File: src/rtl/core/descriptor_slot_allocator_core_defines.svh
// ----------------------------------------------------------------------------
// Descriptor slot allocator assertion macros
// Shared property wrappers, clocked on clk_i and disabled in reset.
// ----------------------------------------------------------------------------
`ifndef DESCRIPTOR_SLOT_ALLOCATOR_CORE_DEFINES_SVH
`define DESCRIPTOR_SLOT_ALLOCATOR_CORE_DEFINES_SVH

// Same-cycle property.
`define DSA_ASSERT(name, prop, msg) \
  name: assert property (@(posedge clk_i) disable iff (!rst_ni) (prop)) else $error(msg);

// Property whose consequent is checked in the cycle after the antecedent.
`define DSA_ASSERT_NEXT(name, pre, post, msg) \
  name: assert property (@(posedge clk_i) disable iff (!rst_ni) (pre) |=> (post)) \
    else $error(msg);

`endif

File: src/rtl/core/dsa_pkg.sv
// ----------------------------------------------------------------------------
// Descriptor slot allocator package
// Widths, map geometry, operation/status/register codes.
// ----------------------------------------------------------------------------
`timescale 1ns / 1ps

package dsa_pkg;

  localparam int SLOT_COUNT   = 1024;
  localparam int SLOT_W       = 10;
  localparam int INDEX_LIMIT  = 1 << SLOT_W;
  localparam int SEARCH_LIMIT = (SLOT_COUNT < INDEX_LIMIT) ? SLOT_COUNT : INDEX_LIMIT;

  // Free map is stored as rows of used bits
  localparam int WORD_W    = 32;
  localparam int BIT_W     = $clog2(WORD_W);
  localparam int ROW_COUNT = (SLOT_COUNT + WORD_W - 1) / WORD_W;
  localparam int ROW_W     = (ROW_COUNT > 1) ? $clog2(ROW_COUNT) : 1;
  localparam int LAST_ROW  = (SEARCH_LIMIT - 1) / WORD_W;
  localparam int LAST_BITS = SEARCH_LIMIT - LAST_ROW * WORD_W;

  typedef logic [WORD_W-1:0] word_t;

  // Slots of the last searched row that lie below the search limit
  localparam word_t LAST_MASK = ~(word_t'('1) << LAST_BITS);

  localparam int OP_W       = 2;
  localparam int STATUS_W   = 2;
  localparam int INCR_W     = 9;
  localparam int HANDLE_W   = 64;
  localparam int PROD_W     = SLOT_W + INCR_W;
  localparam int CFG_IDX_W  = 2;
  localparam int CFG_DATA_W = 64;

  localparam logic [INCR_W-1:0] INCR_RESET = INCR_W'(32);

  typedef enum logic [OP_W-1:0] {
    OP_AUTO  = 2'd0,
    OP_FIXED = 2'd1,
    OP_FREE  = 2'd2,
    OP_NONE  = 2'd3
  } op_e;

  typedef enum logic [STATUS_W-1:0] {
    ST_OK      = 2'd0,
    ST_IN_USE  = 2'd1,
    ST_NO_FREE = 2'd2
  } status_e;

  typedef enum logic [CFG_IDX_W-1:0] {
    CFG_AUTO_START  = 2'd0,
    CFG_HANDLE_INCR = 2'd1,
    CFG_CPU_BASE    = 2'd2,
    CFG_GPU_BASE    = 2'd3
  } cfg_reg_e;

endpackage

File: src/rtl/core/dsa_if.sv
// ----------------------------------------------------------------------------
// Descriptor slot allocator channels
// Request and response valid/ready channels with their payloads.
// ----------------------------------------------------------------------------
`timescale 1ns / 1ps

interface dsa_req_if;
  logic                          valid;
  logic                          ready;
  logic [dsa_pkg::OP_W-1:0]      operation;
  logic [dsa_pkg::SLOT_W-1:0]    slot_index;

  modport source (output valid, output operation, output slot_index, input ready);
  modport sink   (input valid, input operation, input slot_index, output ready);
endinterface

interface dsa_rsp_if;
  logic                          valid;
  logic                          ready;
  logic [dsa_pkg::STATUS_W-1:0]  status;
  logic [dsa_pkg::SLOT_W-1:0]    granted_slot;
  logic [dsa_pkg::HANDLE_W-1:0]  cpu_handle;
  logic [dsa_pkg::HANDLE_W-1:0]  gpu_handle;

  modport source (output valid, output status, output granted_slot, output cpu_handle,
                  output gpu_handle, input ready);
  modport sink   (input valid, input status, input granted_slot, input cpu_handle,
                  input gpu_handle, output ready);
endinterface

File: src/rtl/core/descriptor_slot_allocator_core.sv
// ----------------------------------------------------------------------------
// Descriptor slot allocator core
// First-fit allocator over a bitmap of descriptor slots with handle math.
// ----------------------------------------------------------------------------
// Usage:
//   req_i  : one transfer per operation (auto request, fixed request, free).
//   rsp_o  : exactly one transfer per request: status, slot and CPU/GPU
//            handles (base + slot * increment).
//   cfg_*  : register writes, only while no request is in flight.
// Timing: the map is held as 32-bit rows of used bits in an array with separate
//   read and write ports; the sequencer reads one row per cycle.
//   Auto request: accept, row read, one evaluation per scanned row (up to 32),
//     multiply, add, output load. Fixed request: the same with one row.
//   Free and failing requests skip multiply and add; operation code 3 and
//   out-of-range requests go from accept straight to the output load.
//   Throughput is one operation at a time; req_i.ready is high only while
//   the sequencer is idle.
// Reset: every slot reads as free (per-row valid bits, no clearing pass);
//   config registers take their reset values.
// Stall: the response sits in an output register; the next request is
//   accepted meanwhile, and its result waits until that register drains.
// ----------------------------------------------------------------------------
`timescale 1ns / 1ps
`include "descriptor_slot_allocator_core_defines.svh"

module descriptor_slot_allocator_core (
  input  logic                           clk_i,
  input  logic                           rst_ni,
  input  logic                           cfg_we_i,
  input  logic [dsa_pkg::CFG_IDX_W-1:0]  cfg_idx_i,
  input  logic [dsa_pkg::CFG_DATA_W-1:0] cfg_wdata_i,
  dsa_req_if.sink                        req_i,
  dsa_rsp_if.source                      rsp_o
);

  localparam int ROW_W  = dsa_pkg::ROW_W;
  localparam int BIT_W  = dsa_pkg::BIT_W;
  localparam int SLOT_W = dsa_pkg::SLOT_W;
  localparam logic [ROW_W-1:0] LAST_ROW_IDX = ROW_W'(dsa_pkg::LAST_ROW);

  typedef enum logic [2:0] {
    S_IDLE,
    S_READ,
    S_EVAL,
    S_MUL,
    S_ADD,
    S_DONE
  } state_e;

  // Configuration registers
  logic [SLOT_W-1:0]              auto_start_q;
  logic [dsa_pkg::INCR_W-1:0]     incr_q;
  logic [dsa_pkg::HANDLE_W-1:0]   cpu_base_q;
  logic [dsa_pkg::HANDLE_W-1:0]   gpu_base_q;

  // Sequencer
  state_e                         state_q;
  dsa_pkg::op_e                   op_q;
  logic [SLOT_W-1:0]              slot_q;
  logic [ROW_W-1:0]               row_q;
  logic                           first_q;
  dsa_pkg::status_e               res_status_q;
  logic [SLOT_W-1:0]              res_slot_q;
  logic                           hnd_q;
  logic [dsa_pkg::PROD_W-1:0]     prod_q;
  logic [dsa_pkg::HANDLE_W-1:0]   cpu_sum_q;
  logic [dsa_pkg::HANDLE_W-1:0]   gpu_sum_q;

  // Output register
  logic                           rsp_valid_q;
  dsa_pkg::status_e               rsp_status_q;
  logic [SLOT_W-1:0]              rsp_slot_q;
  logic [dsa_pkg::HANDLE_W-1:0]   rsp_cpu_q;
  logic [dsa_pkg::HANDLE_W-1:0]   rsp_gpu_q;
  logic                           rsp_load;

  // Map storage: used bits per row, row invalid means all free
  dsa_pkg::word_t                 used_mem [dsa_pkg::ROW_COUNT];
  logic [dsa_pkg::ROW_COUNT-1:0]  row_valid_q;
  dsa_pkg::word_t                 rd_data_q;
  logic                           rd_valid_q;
  logic [ROW_W-1:0]               rd_addr;
  logic                           mem_we;
  dsa_pkg::word_t                 mem_wdata;

  dsa_pkg::word_t                 free_word;
  dsa_pkg::word_t                 start_mask;
  dsa_pkg::word_t                 cand;
  logic                           hit;
  logic [BIT_W-1:0]               hit_bit;
  logic [BIT_W-1:0]               fix_bit;
  dsa_pkg::word_t                 fix_onehot;
  dsa_pkg::op_e                   req_op;
  logic                           start_beyond;
  logic                           slot_exists;

  assign req_op       = dsa_pkg::op_e'(req_i.operation);
  assign start_beyond = 32'(auto_start_q) >= 32'(dsa_pkg::SEARCH_LIMIT);
  assign slot_exists  = 32'(req_i.slot_index) < 32'(dsa_pkg::SLOT_COUNT);

  assign free_word  = rd_valid_q ? ~rd_data_q : '1;
  assign start_mask = dsa_pkg::word_t'('1) << auto_start_q[BIT_W-1:0];
  assign cand       = free_word & (first_q ? start_mask : '1)
                    & ((row_q == LAST_ROW_IDX) ? dsa_pkg::LAST_MASK : '1);
  assign hit        = |cand;
  assign fix_bit    = slot_q[BIT_W-1:0];
  assign fix_onehot = dsa_pkg::word_t'(1) << fix_bit;

  // Output register takes a new result once it is empty or draining
  assign rsp_load = (state_q == S_DONE) && (!rsp_valid_q || rsp_o.ready);

  // Lowest free slot in the current row
  always_comb begin
    hit_bit = '0;
    for (int b = dsa_pkg::WORD_W - 1; b >= 0; b--) begin
      if (cand[b]) hit_bit = BIT_W'(b);
    end
  end

  // Map update, issued from the evaluation cycle only
  always_comb begin
    mem_we    = 1'b0;
    mem_wdata = ~free_word;
    if (state_q == S_EVAL) begin
      unique case (op_q)
        dsa_pkg::OP_AUTO: begin
          mem_we    = hit;
          mem_wdata = ~free_word | (dsa_pkg::word_t'(1) << hit_bit);
        end
        dsa_pkg::OP_FIXED: begin
          mem_we    = free_word[fix_bit];
          mem_wdata = ~free_word | fix_onehot;
        end
        dsa_pkg::OP_FREE: begin
          mem_we    = 1'b1;
          mem_wdata = ~free_word & ~fix_onehot;
        end
        default: begin
          mem_we    = 1'b0;
        end
      endcase
    end
  end

  // Prefetch the next row while the current one is evaluated
  assign rd_addr = (state_q == S_EVAL && row_q != LAST_ROW_IDX) ? ROW_W'(row_q + 1'b1) : row_q;

  always_ff @(posedge clk_i) begin
    if (mem_we) used_mem[row_q] <= mem_wdata;
    rd_data_q <= used_mem[rd_addr];
  end

  always_ff @(posedge clk_i or negedge rst_ni) begin
    if (!rst_ni) begin
      row_valid_q <= '0;
      rd_valid_q  <= 1'b0;
    end else begin
      if (mem_we) row_valid_q[row_q] <= 1'b1;
      rd_valid_q <= row_valid_q[rd_addr];
    end
  end

  always_ff @(posedge clk_i or negedge rst_ni) begin
    if (!rst_ni) begin
      auto_start_q <= '0;
      incr_q       <= dsa_pkg::INCR_RESET;
      cpu_base_q   <= '0;
      gpu_base_q   <= '0;
    end else if (cfg_we_i) begin
      unique case (dsa_pkg::cfg_reg_e'(cfg_idx_i))
        dsa_pkg::CFG_AUTO_START:  auto_start_q <= cfg_wdata_i[SLOT_W-1:0];
        dsa_pkg::CFG_HANDLE_INCR: incr_q       <= cfg_wdata_i[dsa_pkg::INCR_W-1:0];
        dsa_pkg::CFG_CPU_BASE:    cpu_base_q   <= cfg_wdata_i;
        dsa_pkg::CFG_GPU_BASE:    gpu_base_q   <= cfg_wdata_i;
        default: ;
      endcase
    end
  end

  always_ff @(posedge clk_i or negedge rst_ni) begin
    if (!rst_ni) begin
      state_q      <= S_IDLE;
      op_q         <= dsa_pkg::OP_NONE;
      slot_q       <= '0;
      row_q        <= '0;
      first_q      <= 1'b0;
      res_status_q <= dsa_pkg::ST_OK;
      res_slot_q   <= '0;
      hnd_q        <= 1'b0;
      prod_q       <= '0;
      cpu_sum_q    <= '0;
      gpu_sum_q    <= '0;
      rsp_valid_q  <= 1'b0;
      rsp_status_q <= dsa_pkg::ST_OK;
      rsp_slot_q   <= '0;
      rsp_cpu_q    <= '0;
      rsp_gpu_q    <= '0;
    end else begin
      if (rsp_load) rsp_valid_q <= 1'b1;
      else if (rsp_o.ready) rsp_valid_q <= 1'b0;

      unique case (state_q)
        S_IDLE: begin
          if (req_i.valid) begin
            op_q    <= req_op;
            slot_q  <= req_i.slot_index;
            first_q <= 1'b1;
            hnd_q   <= 1'b0;
            unique case (req_op)
              dsa_pkg::OP_AUTO: begin
                row_q      <= ROW_W'(auto_start_q >> BIT_W);
                res_slot_q <= '0;
                if (start_beyond) begin
                  res_status_q <= dsa_pkg::ST_NO_FREE;
                  state_q      <= S_DONE;
                end else begin
                  res_status_q <= dsa_pkg::ST_OK;
                  state_q      <= S_READ;
                end
              end
              dsa_pkg::OP_FIXED, dsa_pkg::OP_FREE: begin
                row_q <= ROW_W'(req_i.slot_index >> BIT_W);
                if (slot_exists) begin
                  res_status_q <= dsa_pkg::ST_OK;
                  res_slot_q   <= '0;
                  state_q      <= S_READ;
                end else if (req_op == dsa_pkg::OP_FIXED) begin
                  // nonexistent slot: fixed request fails, free is ignored
                  res_status_q <= dsa_pkg::ST_IN_USE;
                  res_slot_q   <= '0;
                  state_q      <= S_DONE;
                end else begin
                  res_status_q <= dsa_pkg::ST_OK;
                  res_slot_q   <= req_i.slot_index;
                  state_q      <= S_DONE;
                end
              end
              default: begin
                res_status_q <= dsa_pkg::ST_OK;
                res_slot_q   <= '0;
                state_q      <= S_DONE;
              end
            endcase
          end
        end

        S_READ: begin
          state_q <= S_EVAL;
        end

        S_EVAL: begin
          unique case (op_q)
            dsa_pkg::OP_AUTO: begin
              if (hit) begin
                res_slot_q <= SLOT_W'({row_q, hit_bit});
                hnd_q      <= 1'b1;
                state_q    <= S_MUL;
              end else if (row_q == LAST_ROW_IDX) begin
                res_status_q <= dsa_pkg::ST_NO_FREE;
                state_q      <= S_DONE;
              end else begin
                // next row was prefetched this cycle
                row_q   <= ROW_W'(row_q + 1'b1);
                first_q <= 1'b0;
              end
            end
            dsa_pkg::OP_FIXED: begin
              if (free_word[fix_bit]) begin
                res_slot_q <= slot_q;
                hnd_q      <= 1'b1;
                state_q    <= S_MUL;
              end else begin
                res_status_q <= dsa_pkg::ST_IN_USE;
                state_q      <= S_DONE;
              end
            end
            dsa_pkg::OP_FREE: begin
              res_slot_q <= slot_q;
              state_q    <= S_DONE;
            end
            default: begin
              state_q <= S_DONE;
            end
          endcase
        end

        S_MUL: begin
          prod_q  <= dsa_pkg::PROD_W'(res_slot_q) * dsa_pkg::PROD_W'(incr_q);
          state_q <= S_ADD;
        end

        S_ADD: begin
          cpu_sum_q <= cpu_base_q + dsa_pkg::HANDLE_W'(prod_q);
          gpu_sum_q <= gpu_base_q + dsa_pkg::HANDLE_W'(prod_q);
          state_q   <= S_DONE;
        end

        S_DONE: begin
          if (rsp_load) begin
            rsp_status_q <= res_status_q;
            rsp_slot_q   <= res_slot_q;
            rsp_cpu_q    <= hnd_q ? cpu_sum_q : '0;
            rsp_gpu_q    <= hnd_q ? gpu_sum_q : '0;
            state_q      <= S_IDLE;
          end
        end

        default: begin
          state_q <= S_IDLE;
        end
      endcase
    end
  end

  assign req_i.ready        = (state_q == S_IDLE);
  assign rsp_o.valid        = rsp_valid_q;
  assign rsp_o.status       = rsp_status_q;
  assign rsp_o.granted_slot = rsp_slot_q;
  assign rsp_o.cpu_handle   = rsp_cpu_q;
  assign rsp_o.gpu_handle   = rsp_gpu_q;

  `DSA_ASSERT(a_map_write_in_eval, mem_we |-> state_q == S_EVAL, "map written outside evaluation")
  `DSA_ASSERT(a_fail_clears_fields, (rsp_o.valid && rsp_o.status != dsa_pkg::ST_OK) |-> (rsp_o.granted_slot == '0 && rsp_o.cpu_handle == '0 && rsp_o.gpu_handle == '0), "failed response carries data")
  `DSA_ASSERT_NEXT(a_busy_after_accept, req_i.valid && req_i.ready, state_q != S_IDLE, "sequencer idle after accept")
  `DSA_ASSERT(a_row_in_range, state_q == S_EVAL |-> row_q <= LAST_ROW_IDX, "scan past last row")

endmodule

File: src/flat_wrapper.sv
// flat-port wrapper written by rule: the top's interface ports become plain ports
module descriptor_slot_allocator_core_flat 
  (clk_i, rst_ni, cfg_we_i, cfg_idx_i, cfg_wdata_i, req_i_valid, req_i_operation, req_i_slot_index, req_i_ready, rsp_o_valid, rsp_o_status, rsp_o_granted_slot, rsp_o_cpu_handle, rsp_o_gpu_handle, rsp_o_ready);
  dsa_req_if req_i_i ();
  dsa_rsp_if rsp_o_i ();
  input  logic clk_i;
  input  logic rst_ni;
  input  logic cfg_we_i;
  input  logic [dsa_pkg::CFG_IDX_W-1:0] cfg_idx_i;
  input  logic [dsa_pkg::CFG_DATA_W-1:0] cfg_wdata_i;
  input wire logic [$bits(req_i_i.valid)-1:0] req_i_valid;
  input wire logic [$bits(req_i_i.operation)-1:0] req_i_operation;
  input wire logic [$bits(req_i_i.slot_index)-1:0] req_i_slot_index;
  output wire logic [$bits(req_i_i.ready)-1:0] req_i_ready;
  output wire logic [$bits(rsp_o_i.valid)-1:0] rsp_o_valid;
  output wire logic [$bits(rsp_o_i.status)-1:0] rsp_o_status;
  output wire logic [$bits(rsp_o_i.granted_slot)-1:0] rsp_o_granted_slot;
  output wire logic [$bits(rsp_o_i.cpu_handle)-1:0] rsp_o_cpu_handle;
  output wire logic [$bits(rsp_o_i.gpu_handle)-1:0] rsp_o_gpu_handle;
  input wire logic [$bits(rsp_o_i.ready)-1:0] rsp_o_ready;
  assign req_i_i.valid = req_i_valid;
  assign req_i_i.operation = req_i_operation;
  assign req_i_i.slot_index = req_i_slot_index;
  assign req_i_ready = req_i_i.ready;
  assign rsp_o_valid = rsp_o_i.valid;
  assign rsp_o_status = rsp_o_i.status;
  assign rsp_o_granted_slot = rsp_o_i.granted_slot;
  assign rsp_o_cpu_handle = rsp_o_i.cpu_handle;
  assign rsp_o_gpu_handle = rsp_o_i.gpu_handle;
  assign rsp_o_i.ready = rsp_o_ready;
  descriptor_slot_allocator_core u_core (.clk_i(clk_i), .rst_ni(rst_ni), .cfg_we_i(cfg_we_i), .cfg_idx_i(cfg_idx_i), .cfg_wdata_i(cfg_wdata_i), .req_i(req_i_i), .rsp_o(rsp_o_i));
endmodule
File: config.mk
export PLATFORM = sky130hd
export DESIGN_NAME = descriptor_slot_allocator_core_flat
export DESIGN_NICKNAME = d
export VERILOG_FILES = /design/src/rtl/core/dsa_pkg.sv /design/src/rtl/core/dsa_if.sv /design/src/rtl/core/descriptor_slot_allocator_core.sv /design/src/flat_wrapper.sv
export VERILOG_INCLUDE_DIRS = /design/src /design/src/rtl/core
export SDC_FILE = /design/constraint.sdc
export NUM_CORES = 2
export LEC_CHECK = 0
export ABC_AREA = 1
export BUFFER_PORTS_ARGS = -buffer_cell sky130_fd_sc_hd__buf_2
export CAP_MARGIN = 25
export CELL_PAD_IN_SITES_DETAIL_PLACEMENT = 1
export CELL_PAD_IN_SITES_GLOBAL_PLACEMENT = 2
export CORE_AREA = 5 5 449 451
export DETAILED_ROUTE_END_ITERATION = 12
export DIE_AREA = 0 0 454 456
export GPL_TIMING_DRIVEN = 0
export PLACE_DENSITY_LB_ADDON = 0.1
export SLEW_MARGIN = 20
export SYNTH_ARGS = -nofsm -noshare
export SYNTH_HDL_FRONTEND = slang
export SYNTH_SLANG_ARGS = --single-unit
File: constraint.sdc
create_clock -name clk_i -period 5.2 [get_ports clk_i]
set_clock_uncertainty 0.1 [all_clocks]
set_input_delay 0.26 -clock clk_i [delete_from_list [all_inputs] [get_ports clk_i]]
set_output_delay 0.26 -clock clk_i [all_outputs]
set_load 0.05 [all_outputs]
==> reports/results.txt <==
main combinational cell family by area after synthesis: compound AO/OA/AOI/OAI gates
die height: 456 µm
Worst Max-Slew Pin Slew: 1.15 ns
count leader, synth: nand2_1
TritonCTS buffer count: 176
PwrDens: 677 mW/mm²
YS warnings: 0
total gr overflow: 0
mapped cell area: 0.0685 mm²
Setup violations, final: 0
Initial Util: 34.8%
simple-gate area share of the yosys netlist: 12.9%
Root Driver: clkbuf_16
drt drc: 0
commonest register cell after synthesis: edfxtp_1
dpl hpwl: 201 mm
Async SR Flop Fraction: 32.2%
mux contribution to synthesized area: 0.0164%
Post-Syn Nets: 6625
clock tree buffer depth: 3
utilization after layout: 42.2%
via count: 53190
Syn-to-layout area delta: 21.2%
drt first pass iters: 5
XOR/XNOR Fraction of Synth Area: 1.58%
count of state elements after synthesis: 1558
Synth area leaders: edfxtp_1, dfrtp_1, o21ai_0
first-pass GRT wire length: 394 mm
top layer in use: met5
vias in the first global route: 54613
Max Freq: 0.197 GHz
per-cell routed wire length: 28.0 µm
worst hold slack: 0.0341 ns
met3 wire length: 14.9 mm
unrepaired setup endpoints after global routing: yes
DIE AREA: 0.207 mm²
HP Class: primary input to asynchronous set/reset pin
post-synthesis sequential area ratio: 64.1%
crit path max fanout: 5
Sink Count: 1558
largest net degree at the start of global routing: 96
H-Tree Depth: 4
Synth Area in Compound Gates: 13.6%
Rows: 163
Startpoint Class: flop
IO buf count: 224
synthesized area per cell: 10.7 µm²
Max Slew Vio Count: 0
Clock transition at path regs: 0.07 ns
Crit. End Element: flop
Antenna Nets Post-Route: 0
GPL Wtd Cong: 0.899
Die Wd: 454 µm
synth unique cells: 62
GRT Util Overall: 25.9%
area share of the largest cell type after synthesis: 44.9%
Post-synth EDFFs: 1024
met1 WL: 120 mm
Max-slew headroom: 22.9%
Initial DRC Count: 5006
DR vias/cell: 5.42
nets: 7259
CTS tree: built
CP arrival: 5.67 ns
max_cap viols: 0
IO Count: 225
CP Data Required Time: 5.78 ns
Core ar.: 0.197 mm²
Synth Instances: 6396
outcome: completed
Hold Violations, Final: 0
Synth Area in Adders: 3.31%
Max VDD drop: 0.314 mV
Tcrit/Tclk final: 97.9%
antenna violations before repair: 8
layout cells sized above 1: 12.5%
leakage power: 32.2 nW
latest clock arrival within the worst-skew pair: 0.83 ns
Synth area leader: edfxtp_1
Post-synth top cells: nand2_1, edfxtp_1, o21ai_0
Setup CP Type: flop to flop
Routed WL: 275 mm
metal2 WL: 132 mm
minimum clock period: 5.09 ns
[sequential cells by signal (all words and copies together), names as in the netlist, 19 cells and up]
name	flops
u_core.cpu_base_q	64
u_core.cpu_sum_q	64
u_core.row_valid_q	32
u_core.prod_q	19
u_core.rsp_o.cpu_handle	64
u_core.rsp_o.gpu_handle	64
u_core.used_mem	1024
u_core.gpu_base_q	64
u_core.rd_data_q	32
u_core.gpu_sum_q	64
[logic make-up after synthesis]
family                   count (synthesis)
AND/OR/NAND/NOR                       2199
AO/OA/AOI/OAI                         1576
flip-flops                            1558
buffers and inverters                  792
adder cells (fa/ha/maj)                146
XOR/XNOR                               124
multiplexers                             1
[critical path, stage by stage (launching register included)]
cell and delay (ns):
dfstp_2 0.59, nand2_2 0.08, fa_1 0.51, fa_1 0.55, inv_2 0.05, fa_1 0.58, fa_1 0.47, ha_4 0.29
inv_2 0.04, nor2_2 0.09, nor2_1 0.05, nor2_2 0.12, nor2_1 0.05, nor2_1 0.14, nor2_1 0.05, nor2_1 0.13
nor2_2 0.07, o31ai_2 0.25, nand3_1 0.11, nand2_1 0.09, nand2_1 0.06, inv_2 0.05, o21ai_1 0.05, nand2_1 0.09
xor2_2 0.19, o21ai_1 0.08
[where the power goes]
| part | total [mW] | switching [mW] | leakage (nW) | internal, mW |
|---|---|---|---|---|
| clock network | 12.6 | 5.27 | 2.84 | 7.35 |
| registers | 17.8 | 1.19 | 16.1 | 16.6 |
| logic | 25.8 | 19.3 | 13.3 | 6.47 |
| total | 56.2 | 25.8 | 32.2 | 30.4 |
[layout by cell type (no fill, tap or decap), types with 81 or more instances in the layout]
cell type,Yosys,final
clkbuf_1,361,351
dfrtp_1,499,482
o221ai_1,205,203
nor2_1,724,685
inv_1,386,379
ha_1,87,83
buf_2,12,235
clkbuf_16,0,181
dlygate4sd3_1,0,81
nand2_1,1174,1165
a21oi_1,90,82
nand3_1,127,127
edfxtp_1,1024,1024
a31oi_1,87,82
o21ai_0,956,951
[final timing paths]
check / from / to / slack (ns) / cells past startpoint
setup / recovery: u_core.incr_q[5]$_DFFE_PN1P_ / u_core.prod_q[18]$_DFFE_PN0N_ / 0.11 / 25
hold / removal: rst_ni / u_core.incr_q[6]$_DFFE_PN0P_ / 0.03 / 3
setup reg to reg: u_core.incr_q[5]$_DFFE_PN1P_ / u_core.prod_q[18]$_DFFE_PN0N_ / 0.11 / 25
hold reg to reg: u_core.row_valid_q[1]$_DFFE_PN0P_ / u_core.row_valid_q[1]$_DFFE_PN0P_ / 0.36 / 1
max in group asynchronous: rst_ni / u_core.op_q[0]$_DFFE_PN1P_ / 3.81 / 5
min in group clk_i: cfg_we_i / u_core.incr_q[5]$_DFFE_PN1P_ / 0.05 / 4
[per-stage QoR]
| step | std cells | cell area (µm²) | power, mW | setup WS, ns | setup TNS, ns |
|---|---|---|---|---|---|
| final | 9815 | 83000 | 56.2 | 0.111 | 0 |
| after global routing | 9811 | 83000 | 58.7 | -0.320 | -0.493 |
| after CTS | 9789 | 82700 | 56.2 | 0.00110 | 0 |
| after detailed placement | 9376 | 75800 | 43.3 | -0.727 | -9.48 |
| after global placement | 9260 | 72900 | 41.6 | -7.80 | -7735.19 |
| after floorplan | 6396 | 68500 | 30.3 | 0.286 | 0 |
[timing repair]
| action | 4_1_cts | 5_1_grt |
|---|---|---|
| pin swaps | 1 | 21 |
| resized for setup | 38 | 67 |
| setup buffers | 32 | 20 |
| setup endpoints to repair | 40 | 170 |
| hold buffers | 82 | 0 |
| endpoints found under the hold margin | 485 | 0 |
[metal layers]
metal	track usage, %	vias to the layer above
li1	-	23772
met2	43.5	1599
met5	0	-
met3	3.43	385
met1	35.2	27432
met4	7.58	2
[final cells by class]
class	instances	area [µm²]
Antenna cell	5	12.5
Buffer	372	1460
Clock buffer	238	4940
Clock inverter	80	821
Fill cell	21417	114000
Inverter	401	1510
Multi-Input combinational cell	4046	22300
Sequential cell	1558	44000
Tap cell	2640	3300
Timing Repair Buffer	475	4710
Note: power is estimated with default switching activity, not from simulation.
